## src/design/msort_pkg.sv

```systemverilog
// ----------------------------------------------------------------------------
// msort_pkg
// shared types and constants for the merge sort engine
// ----------------------------------------------------------------------------
package msort_pkg;

  localparam int unsigned DATA_W = 32;

  typedef struct packed {
    logic [DATA_W-1:0] value;
    logic              last;
  } item_t;

  typedef enum logic [2:0] {
    ST_LOAD,
    ST_BLOCK,
    ST_READ,
    ST_MERGE,
    ST_EMIT_RD,
    ST_EMIT_LD,
    ST_EMIT_WAIT
  } state_t;

endpackage

```

## src/design/msort_queue.sv

```systemverilog
// ----------------------------------------------------------------------------
// msort_queue
// front end: two-entry queue that takes input transfers
// ----------------------------------------------------------------------------
module msort_queue (
  input  logic                clk,
  input  logic                rst_n,
  input  logic                in_valid,
  output logic                in_ready,
  input  msort_pkg::item_t    in_item,
  output logic                out_valid,
  input  logic                out_ready,
  output msort_pkg::item_t    out_item
);

  msort_pkg::item_t slot_r [2];
  logic             wptr_r, wptr_nxt;
  logic             rptr_r, rptr_nxt;
  logic [1:0]       fill_r, fill_nxt;
  logic             push, pop;

  assign in_ready  = (fill_r != 2'd2);
  assign out_valid = (fill_r != 2'd0);
  assign out_item  = slot_r[rptr_r];
  assign push      = in_valid && in_ready;
  assign pop       = out_valid && out_ready;

  always_comb begin
    wptr_nxt = push ? ~wptr_r : wptr_r;
    rptr_nxt = pop ? ~rptr_r : rptr_r;
    fill_nxt = fill_r + {1'b0, push} - {1'b0, pop};
  end

  always_ff @(posedge clk) begin
    if (!rst_n) begin
      wptr_r <= 1'b0;
      rptr_r <= 1'b0;
      fill_r <= 2'd0;
    end else begin
      wptr_r <= wptr_nxt;
      rptr_r <= rptr_nxt;
      fill_r <= fill_nxt;
    end
  end

  always_ff @(posedge clk) begin
    if (push) begin
      slot_r[wptr_r] <= in_item;
    end
  end

endmodule

```

## config.mk

```make
export PLATFORM = sky130hd
export DESIGN_NAME = msort_queue
export DESIGN_NICKNAME = d
export VERILOG_FILES = /design/src/design/msort_pkg.sv /design/src/design/msort_queue.sv
export SDC_FILE = /design/constraint.sdc
export NUM_CORES = 1
export LEC_CHECK = 0
export BUFFER_PORTS_ARGS = -buffer_cell sky130_fd_sc_hd__buf_2
export CAP_MARGIN = 20
export CORE_MARGIN = 2
export CORE_UTILIZATION = 56
export CTS_CLUSTER_DIAMETER = 30
export DETAILED_ROUTE_END_ITERATION = 7
export GPL_ROUTABILITY_DRIVEN = 1
export HOLD_SLACK_MARGIN = 0.1
export PLACE_DENSITY_LB_ADDON = 0.3
export SLEW_MARGIN = 10
export SYNTH_ARGS = -nofsm -noshare
export SYNTH_HDL_FRONTEND = slang
export SYNTH_SLANG_ARGS = --single-unit
```

## constraint.sdc

```tcl
create_clock -name clk -period 4.5 [get_ports clk]
set_clock_uncertainty 0.05 [all_clocks]
set_input_delay 0.675 -clock clk [delete_from_list [all_inputs] [get_ports clk]]
set_output_delay 0.675 -clock clk [all_outputs]
set_load 0.02 [all_outputs]
```

## Yosys cells after proc, flatten, opt, wreduce, memory -nomap -nowiden

Memory sizes are Yosys's and may differ from the RTL's. A register that Yosys moved wholly into a read port is not among the register bits.
Index checks and enable logic that the tools add are counted.

| word-level totals | value |
|---|---|
| memories | 1 |
| bits in writable memories | 66 |
| word-level logic and storage cells | 16 |
| register bits | 4 |
| bits of input ports | 37 |
| output and inout port bits | 35 |

Memories:

| memory | depth | width | read ports | clocked after Yosys merged registers in | write ports | RTL line | RTL |
|---|---|---|---|---|---|---|---|
| slot_r | 2 | 33 | 1 | 1 | 1 | msort_queue.sv:16 | `msort_pkg::item_t slot_r [2];` |

| cells by class | value |
|---|---|
| add/subtract/negate cells | 2 |
| equality and inequality tests | 1 |
| reductions and logical operators | 3 |
| muxes and demuxes | 4 |
| bitwise logic cells | 2 |

Operators by type and width:

| kind | number |
|---|---|
| 1-bit 2-to-1 mux | 4 |
| 2-bit by 1-bit adder with 2-bit output | 1 |
| 1-bit logical AND | 2 |
| 2-bit != test, second input constant | 1 |
| 1-bit inverter | 2 |
| 2-bit nonzero test | 1 |
| 2-bit by 1-bit subtractor with 2-bit output | 1 |

## Logic depth before layout (Yosys ltp)

Gate-level depths: netlist (run 1).

| logic depth | value |
|---|---|
| depth in word-level cells | 4 |
| depth in mapped cells | 8 |
| depth with buffers taken out | 8 |

## Least setup slack after synthesis (run 1)

Ideal clock, no wire load.

| path | value |
|---|---|
| path kind | input to register |
| start point | input port in_valid |
| end point | memory slot_r[0][0] in the netlist's numbering (enable) |
| stages | 2 |
| data required time | 4027 ps |
| buffers on the path | 0 |
| setup time | 423 ps |
| arrival | 2172 ps |
| setup slack | 1854 ps |
| path through | nand2_1 nor2_1 |

| between the ends | value |
|---|---|
| word-level cells in the longest chain between the ends | 3 |

RTL lines:

| element | RTL line | RTL |
|---|---|---|
| from (decl) | msort_queue.sv:8 | `input logic in_valid,` |
| 1-bit logical AND | msort_queue.sv:25 | `assign push = in_valid && in_ready;` |
| 1-bit 2-to-1 mux | msort_queue.sv:47 | `if (push) begin` |
| 1-bit 2-to-1 mux (not written as such) | msort_queue.sv:48 | `slot_r[wptr_r] <= in_item;` |
| to (decl) | msort_queue.sv:16 |  |

No other way between the ends.

==> flow_summary.yaml, run 1 <==
cts:
  cts.path.max_buffers: 2
  cts_setup_buffers: 0
  insertion_delay_ns: 0.33
  htreeDepth: 3
  postCtsHoldBufs: 0
  cts_buffers: 9
  cts_resized: 0
  cts_root_buf: "clkbuf_8"
  cts_tree: "built"
  clk_pin_slew_worst_paths_ns: 0.07
  clock-sinks: 71
power:
  seqPwrFrac_pct: 48.1
  power_frac_comb_pct: 27.7
  intPower_mw: 1.34
  power_switching_uw: 560
  p_clk_share_pct: 24.3
  sw_frac_of_total_pct: 29.4
  powerDensity_nw_per_um2: 571
  peakVddDrop_uv: 401
  leakagePower_nw: 1.32
synth:
  synthFlopType: "edfxtp_1"
  avgSynthCellArea_um2: 21.8
  synthesis.nets: 166
  synth_most_common_cell: "edfxtp_1"
  synth-edff-count: 66
  ys.warnings.count: 0
  ys_seq_elements: 71
  synthArstFlopShare_pct: 0
  ys_seq_area_share_pct: 75.1
  synthDistinctLibCells: 18
  synthTopCellsByCount: "edfxtp_1, mux2_4, dfxtp_1"
  yosys.area.top_type: "edfxtp_1"
  netlist_instances: 127
  synth_top_area_share_pct: 71.5
  syn_area_um2: 2770
  synth.area.top_cells: "edfxtp_1, mux2_4, dfxtp_1"
critical_path:
  crit_fanout: 33
  r2r_slack_ns: 2.58
  crit_type: "reg -> out"
  worstSetupStartpointType: "flip-flop"
  required_ns: 3.77
  crit-reg2reg-launch: "fill_r[0]"
  end_kind: "primary output"
  arrival_ns: 1.96
sta:
  setup_viol: 0
  fmax_mhz: 372
  worst_pin_slew_ns: 1.07
  hold_slack_ns: 0.479
  post-route-period-util_pct: 59.7
  rsz0062_at_grt: "no"
  finalWorstSetupSlack_ns: 1.81
  final-hold-violation-count: 0
  slew_headroom_pct: 28.8
  finalCriticalPeriod_ns: 2.69
  slew_violations: 0
  tns_ns: 0
placement:
  dp.cells: 262
  dp_slack_ns: 2.13
  portBuffers: 71
  place_area_um2: 3160
  dp_hpwl_mm: 3.06
  place_congestion: 0.617
grt:
  grt_overflow: 0
  grt_max_degree: 34
  grt_usage_pct: 16.7
  antenna_found_initial: 0
  grt_pass1_wl_mm: 6.47
  grt_pass1_vias: 1418
cells_and_area:
  regArea_um2: 2080
  fillers: 333
  multi_input_area_um2: 623
  final_nets: 245
  final_cells: 278
  n_antenna_cell: 0
  drive_above_1_share_pct: 56.9
  areaGrowthSynthToFinish_pct: 20.4
  fin_area_um2: 3340
hold_path:
  hp-class: "in -> reg"
  min-delay-start: "in_item[20]"
detailed_routing:
  vias: 1381
  wl_met2_mm: 2.43
  wl_per_cell_um: 16.2
  routed_wl_mm: 4.50
  first_pass_iters: 4
  top_layer_used: "met4"
  dr_wl_met3_um: 235
  drtIter0Drc: 95
  viasPerCell: 4.97
  ant_nets: 0
  drt-met1-wl_mm: 1.76
  drc: 0
floorplan:
  dieArea_um2: 5530
  core_um2: 4750
  dieHeight_um: 74.4
  start_util_pct: 58.3
  rows: 25
  num_io_pins: 72
  die_w_um: 74.4
run_status:
  outcome: "finished clean"
run:
  maxCapViolations: 0
==> cell families (layout without fill, tap and decap cells) <==
group                      after synthesis  count (layout)  share of synthesized area, %
and+or+nand+nor                         11              11                          2.21
DFF                                     71              71                          75.1
xor gates and xnor gates                 3               3                         0.948
AOI/OAI and AO/OA                        1               1                         0.316
muxes                                   34              34                          17.8
adders and majority gates                2               2                         0.902
buffers and inverters                    5              89                          2.71
==> power groups by stage <==
stage	combinational (mW)	sequential [mW]	clock, mW
finish	0.527	0.915	0.462
global route	0.562	0.926	0.496
CTS	0.535	0.918	0.473
detailed placement	0.532	0.932	0
global placement	0.515	0.920	0
floorplan	0.467	0.869	0
==> routing by layer <==
layer  track usage (%)  up-vias
met2              28.6       49
met1              18.7      677
met4              9.72        0
met5                 0        -
li1                  -      647
met3              4.88        8
==> area by class of cell <==
type,instances,share of cell area [%]
Timing Repair Buffer,72,10.9
Multi-Input combinational cell,51,18.7
Clock inverter,5,1.46
Sequential cell,71,62.4
Clock buffer,11,3.94
Tap cell,67,2.51
Inverter,1,0.112
==> layout by cell type, fill, tap and decap left out <==
cell	instances
nand2b_1	2
nand2_1	2
mux2i_1	1
mux2_4	30
ha_1	2
and2_1	2
xnor2_1	3
buf_4	1
clkbuf_1	2
clkinv_1	3
nor2_4	1
inv_1	1
clkinvlp_4	1
nor2b_1	2
bufinv_16	1
buf_2	71
and3_1	1
mux2_2	3
edfxtp_1	66
dfxtp_1	4
clkbuf_8	9
dfxtp_2	1
or2_2	1
o21a_2	1
==> worst max-delay path, stage by stage (launching register included) <==
cell and delay, ns:
dfxtp_2 1.04, mux2_2 0.43, buf_2 0.16
==> per-stage QoR <==
step	utilization [%]	power (mW)
after floorplan	-	1.34
after global routing	70.2	1.98
after detailed placement	66.4	1.46
final	70.2	1.90
after global placement	66.4	1.43
after CTS	70.2	1.93
==> worst paths after layout <==
kind / end / cells after the start
worst max-delay path: out_item[0] / 2
worst min-delay path: slot_r[1][20] / 1
worst max register to register: slot_r[1][4] / 3
worst min register to register: wptr_r / 2
==> registers in the layout, summed over array words and instances (netlist names), named ones only <==
signal / flops
slot_r: 66
fill_r: 2
rptr_r: 1
wptr_r: 1
(Power assumes the default switching activity.)
==> run 2, diff against run 1 <==
--- a/config.mk
+++ b/config.mk
@@ -5,10 +5,11 @@
 export SDC_FILE = /design/constraint.sdc
 export NUM_CORES = 1
 export LEC_CHECK = 0
+export ABC_AREA = 1
 export BUFFER_PORTS_ARGS = -buffer_cell sky130_fd_sc_hd__buf_2
 export CAP_MARGIN = 20
 export CORE_MARGIN = 2
-export CORE_UTILIZATION = 56
+export CORE_UTILIZATION = 52
 export CTS_CLUSTER_DIAMETER = 30
 export DETAILED_ROUTE_END_ITERATION = 7
 export GPL_ROUTABILITY_DRIVEN = 1
==> constraint.sdc (replaced) <==
create_clock -name clk -period 2.7 [get_ports clk]
set_clock_uncertainty 0.05 [all_clocks]
set_input_delay 0.405 -clock clk [delete_from_list [all_inputs] [get_ports clk]]
set_output_delay 0.405 -clock clk [all_outputs]
set_load 0.02 [all_outputs]
==> run 2 against run 1 <==
Against the previous run: register-to-register slack worse by 1.7 ns; total power is 66% higher; combinational power is 78% higher; die area is 7.4% higher; setup slack worse by 1.2 ns; clock power is 63% higher; cell area is 1.2% higher; routed wire length is 6.8% lower; non-clock buffer count is 3 higher; via count is 2.0% higher; critical path depth is 1 higher.
==> flow_summary.yaml, run 2 <==
run_status:
  outcome: "finished clean"
cells_and_area:
  areaGrowthSynthToFinish_pct: 21.6
  drive_above_1_share_pct: 53.8
  fillers: 378
  largest_reg_flops: 66
  final_nets: 260
  fin_area_um2: 3380
  n_antenna_cell: 0
  final_core_util_pct: 65.7
  layout_commonest_cell: "buf_2"
  layout_common_cells: "buf_2, edfxtp_1, mux2_4"
  regMostFlops: "slot_r"
  largest_registers: "slot_r x66, fill_r x2"
  final_cells: 295
synth:
  synthFlopType: "edfxtp_1"
  ys_seq_area_share_pct: 75.0
  ys_seq_elements: 71
  synth_top_area_share_pct: 71.4
  synth-edff-count: 66
  netlist_instances: 139
  synth_most_common_cell: "edfxtp_1"
  synthesis.nets: 178
  synthTopCellsByCount: "edfxtp_1, mux2_4, nand2_1"
  syn_area_um2: 2780
  synthDistinctLibCells: 12
  synthArstFlopShare_pct: 0
  yosys.area.top_type: "edfxtp_1"
  synth.area.top_cells: "edfxtp_1, mux2_4, dfxtp_1"
  ys.warnings.count: 0
  avgSynthCellArea_um2: 20.0
power:
  powerDensity_nw_per_um2: 936
  peakVddDrop_uv: 600
  finalPower_mw: 3.16
  leakagePower_nw: 1.37
cts:
  insertion_delay_ns: 0.33
  cts.path.max_buffers: 2
  clock-sinks: 71
  cts_root_buf: "clkbuf_8"
  cts_tree: "built"
  htreeDepth: 3
  cts_buffers: 9
  cts_resized: 0
  clk_pin_slew_worst_paths_ns: 0.07
  postCtsHoldBufs: 0
  cts_setup_buffers: 0
critical_path:
  cpMaxStageDelayCell: "dfxtp_2"
  crit_type: "reg -> out"
  crit_fanout: 25
  cp_cell_sequence: "buf_12, mux2_2, buf_2"
  max_stage_delay_ns: 0.52
  worstSetupStartpointType: "flip-flop"
  arrival_ns: 1.63
  required_ns: 2.25
  end_kind: "primary output"
detailed_routing:
  drtIter0Drc: 100
  ant_nets: 0
  routed_wl_mm: 4.20
  wl_per_cell_um: 14.2
  vias: 1408
  first_pass_iters: 2
  drc: 0
  viasPerCell: 4.77
sta:
  finalWorstSetupSlack_ns: 0.616
  setup_viol: 0
  slew_violations: 0
  final-hold-violation-count: 0
  post-route-period-util_pct: 77.2
  finalCriticalPeriod_ns: 2.08
  tns_ns: 0
  worst_pin_slew_ns: 0.577
  hold_slack_ns: 0.209
  rsz0062_at_grt: "no"
  slew_headroom_pct: 61.5
  fmax_mhz: 480
grt:
  grt_pass1_wl_mm: 6.60
  antenna_found_initial: 0
  grt_usage_pct: 15.5
  grt_pass1_vias: 1421
  grt_max_degree: 26
  grt_overflow: 0
run:
  maxCapViolations: 0
placement:
  dp_hpwl_mm: 2.81
  dp.cells: 280
  dp_slack_ns: 0.852
  place_congestion: 0.715
  portBuffers: 71
  place_area_um2: 3200
floorplan:
  dieArea_um2: 5940
  die_w_um: 77.1
  rows: 26
  num_io_pins: 72
  dieHeight_um: 77.1
  start_util_pct: 54.0
  core_um2: 5140
hold_path:
  hp-class: "in -> reg"
==> run 2: changes by cell type after synthesis <==
cell | before | now
inv_1 | 1 | 7
nand2b_1 | 2 | 0
xnor2_1 | 3 | 0
mux2i_1 | 1 | 0
a21oi_1 | 0 | 2
nor2b_1 | 2 | 0
nand3_1 | 0 | 3
nor2_1 | 1 | 8
and3_1 | 1 | 0
or2_2 | 1 | 0
and2_1 | 2 | 0
nand2_1 | 2 | 9
o21a_2 | 1 | 0
==> run 2: area by class of cell <==
| class | count | area (um^2) | area share (%) |
|---|---|---|---|
| inverter | 7 | 26.3 | 0.778 |
| multi-input combinational | 57 | 606 | 17.9 |
| clock buffer | 9 | 124 | 3.67 |
| timing repair buffer | 75 | 398 | 11.8 |
| clock inverter | 6 | 52.6 | 1.56 |
| sequential | 71 | 2080 | 61.7 |
| tap | 70 | 87.6 | 2.59 |
==> run 2: metal layers <==
metal	share of wire (%)	vias to the layer above	global-route usage [%]
li1	-	684	-
met4	1.5	0	9.11
met2	53	40	26.2
met3	5.1	6	5.41
met5	0	-	0
met1	41	678	16.9
==> run 2: worst max-delay path: cells and delay by family (launching register included) <==
| kind | cells | cell delay [ns] |
|---|---|---|
| flops | 1 | 0.52 |
| buf+inv | 2 | 0.42 |
| mux | 1 | 0.35 |
==> run 2: power breakdown <==
part / switching (mW) / leakage, nW / internal, mW
Clock: 0.347 / 0.0853 / 0.409
Sequential: 0.0700 / 0.658 / 1.40
Combinational: 0.519 / 0.630 / 0.421
==> run 2: cells by family after synthesis <==
group | synth area share [%]
DFF | 75.0
AOI/OAI and AO/OA | 0.360
and+or+nand+nor | 2.84
buffers and inverters | 3.51
adders and majority gates | 0.901
muxes | 17.4
==> run 2: worst paths after layout <==
check	startpoint	endpoint	slack, ns	cells past startpoint
setup / recovery	flip-flop	out_item[1]	0.62	3
hold / removal	in_item[2]	slot_r[1][2]	0.21	1
setup reg to reg	fill_r[0]	slot_r[0][11]	0.88	5
hold reg to reg	rptr_r	rptr_r	0.49	2
==> run 3, diff against run 2 <==
--- a/config.mk
+++ b/config.mk
@@ -5,7 +5,7 @@
 export SDC_FILE = /design/constraint.sdc
 export NUM_CORES = 1
 export LEC_CHECK = 0
-export ABC_AREA = 1
+export ABC_AREA = 0
 export BUFFER_PORTS_ARGS = -buffer_cell sky130_fd_sc_hd__buf_2
 export CAP_MARGIN = 20
 export CORE_MARGIN = 2
==> constraint.sdc (replaced) <==
create_clock -name clk -period 2.15 [get_ports clk]
set_clock_uncertainty 0.05 [all_clocks]
set_input_delay 0.3225 -clock clk [delete_from_list [all_inputs] [get_ports clk]]
set_output_delay 0.3225 -clock clk [all_outputs]
set_load 0.02 [all_outputs]
==> run 3 against run 2 <==
Against the previous run: utilization fell by 0.51 points; cell count fell by 3.7%; clock-buffer cell count rose by 3; critical endpoint is now out_item[30]; hold slack got worse by 0.074 ns; sequential power rose by 23%; global-route usage rose by 0.47 points; critical path depth did not move; sequential share of layout area rose by 0.48 points; combinational power rose by 31%; flip-flop and latch count did not move; via count fell by 1.3%.
==> flow_summary.yaml, run 3 (synthesis results as in run 1) <==
run_status:
  outcome: "finished clean"
critical_path:
  arrival_ns: 1.50
  required_ns: 1.78
  worstSetupStartpointType: "flip-flop"
  end_kind: "primary output"
  crit_type: "reg -> out"
  crit_fanout: 20
cells_and_area:
  multi_input_area_um2: 624
  largest_registers: "slot_r x66, fill_r x2"
  regMostFlops: "slot_r"
  final_core_util_pct: 65.2
  layout_commonest_cell: "buf_2"
  drive_above_1_share_pct: 57.5
  areaGrowthSynthToFinish_pct: 20.8
  layout_common_cells: "buf_2, edfxtp_1, mux2_4"
  n_antenna_cell: 0
  fin_area_um2: 3350
  final_cells: 284
  final_nets: 249
  fillers: 395
  regArea_um2: 2080
  largest_reg_flops: 66
grt:
  grt_pass1_wl_mm: 7.04
  grt_max_degree: 21
  grt_pass1_vias: 1523
  grt_usage_pct: 16.0
  antenna_found_initial: 0
  grt_overflow: 0
floorplan:
  core_um2: 5140
  dieHeight_um: 77.0
  dieArea_um2: 5930
  rows: 26
  num_io_pins: 72
  start_util_pct: 53.9
  die_w_um: 77.0
cts:
  clk_pin_slew_worst_paths_ns: 0.07
  clock-sinks: 71
  htreeDepth: 3
  cts_buffers: 9
  cts_setup_buffers: 0
  postCtsHoldBufs: 0
  cts_tree: "built"
  cts_root_buf: "clkbuf_8"
  cts_resized: 0
  cts.path.max_buffers: 2
  insertion_delay_ns: 0.32
detailed_routing:
  viasPerCell: 4.89
  drc: 0
  drtIter0Drc: 43
  top_layer_used: "met4"
  dr_wl_met3_um: 221
  wl_met2_mm: 2.33
  wl_per_cell_um: 15.7
  drt-met1-wl_mm: 1.81
  vias: 1390
  routed_wl_mm: 4.46
  first_pass_iters: 4
  ant_nets: 0
sta:
  rsz0062_at_grt: "no"
  setup_viol: 0
  worst_pin_slew_ns: 0.406
  slew_violations: 0
  slew_headroom_pct: 72.9
  final-hold-violation-count: 0
  post-route-period-util_pct: 87.0
  fmax_mhz: 535
  tns_ns: 0
  finalCriticalPeriod_ns: 1.87
power:
  power_frac_comb_pct: 31.9
  sw_frac_of_total_pct: 29.7
  power_switching_mw: 1.15
  p_clk_share_pct: 21.3
  seqPwrFrac_pct: 46.8
  leakagePower_nw: 1.33
  peakVddDrop_uv: 805
  intPower_mw: 2.71
  powerDensity_nw_per_um2: 1150
placement:
  place_area_um2: 3200
  dp_hpwl_mm: 3.23
  place_congestion: 0.764
  dp.cells: 269
  portBuffers: 71
hold_path:
  hp-class: "in -> reg"
run:
  maxCapViolations: 0
==> run 3: cell count changes in the layout (fill, tap and decap cells not counted), moves of 2 or more <==
cell and change:
nand2_1 -7, nor2_1 -7, inv_1 -6, clkbuf_1 +3, nand3_1 -3, xnor2_1 +3, a21oi_1 -2, and2_1 +2
nand2b_1 +2, nor2b_1 +2
==> run 3: layer usage <==
layer,vias up,global-route usage [%]
met5,-,0
met4,0,9.29
met3,10,4.00
met2,44,27.0
met1,681,18.5
li1,655,-
==> run 3: area by class of cell <==
cell class                 count  area share [%]
clock buffer                  12            4.03
clock inverter                 3           0.336
inverter                       1           0.112
multi-input combinational     51            18.6
sequential                    71            62.2
tap                           70            2.61
timing repair buffer          76            12.1
==> run 3: final timing paths <==
path,endpoint,slack [ns],cells past startpoint,start
worst max-delay path,out_item[30],0.28,3,flip-flop
worst min-delay path,slot_r[0][7],0.14,1,in_item[7]
worst max register to register,fill_r[1],0.38,8,fill_r[0]
worst min register to register,wptr_r,0.49,2,wptr_r
==> run 3: power by group through the flow <==
stage	Clock (mW)	Sequential [mW]	Combinational (mW)
4_1_cts	0.844	1.81	1.25
2_1_floorplan	0	1.82	0.979
3_5_place_dp	0	1.84	1.25
6_report	0.820	1.81	1.23
3_3_place_gp	0	1.82	1.21
5_1_grt	0.897	1.82	1.32
==> run 3: worst max-delay path, cell delays in order (launching register included) <==
cell and delay, ns:
dfxtp_2 0.32, buf_4 0.34, mux2_4 0.34, buf_2 0.16
==> run 3: metrics by stage <==
stage	hold slack [ns]	total power [mW]	setup WS (ns)
after detailed placement	0.464	3.09	0.366
after floorplan	0.371	2.79	0.0653
after CTS	0.122	3.90	0.259
after global routing	0.119	4.04	0.215
after global placement	0.452	3.03	0.502
final	0.136	3.86	0.279
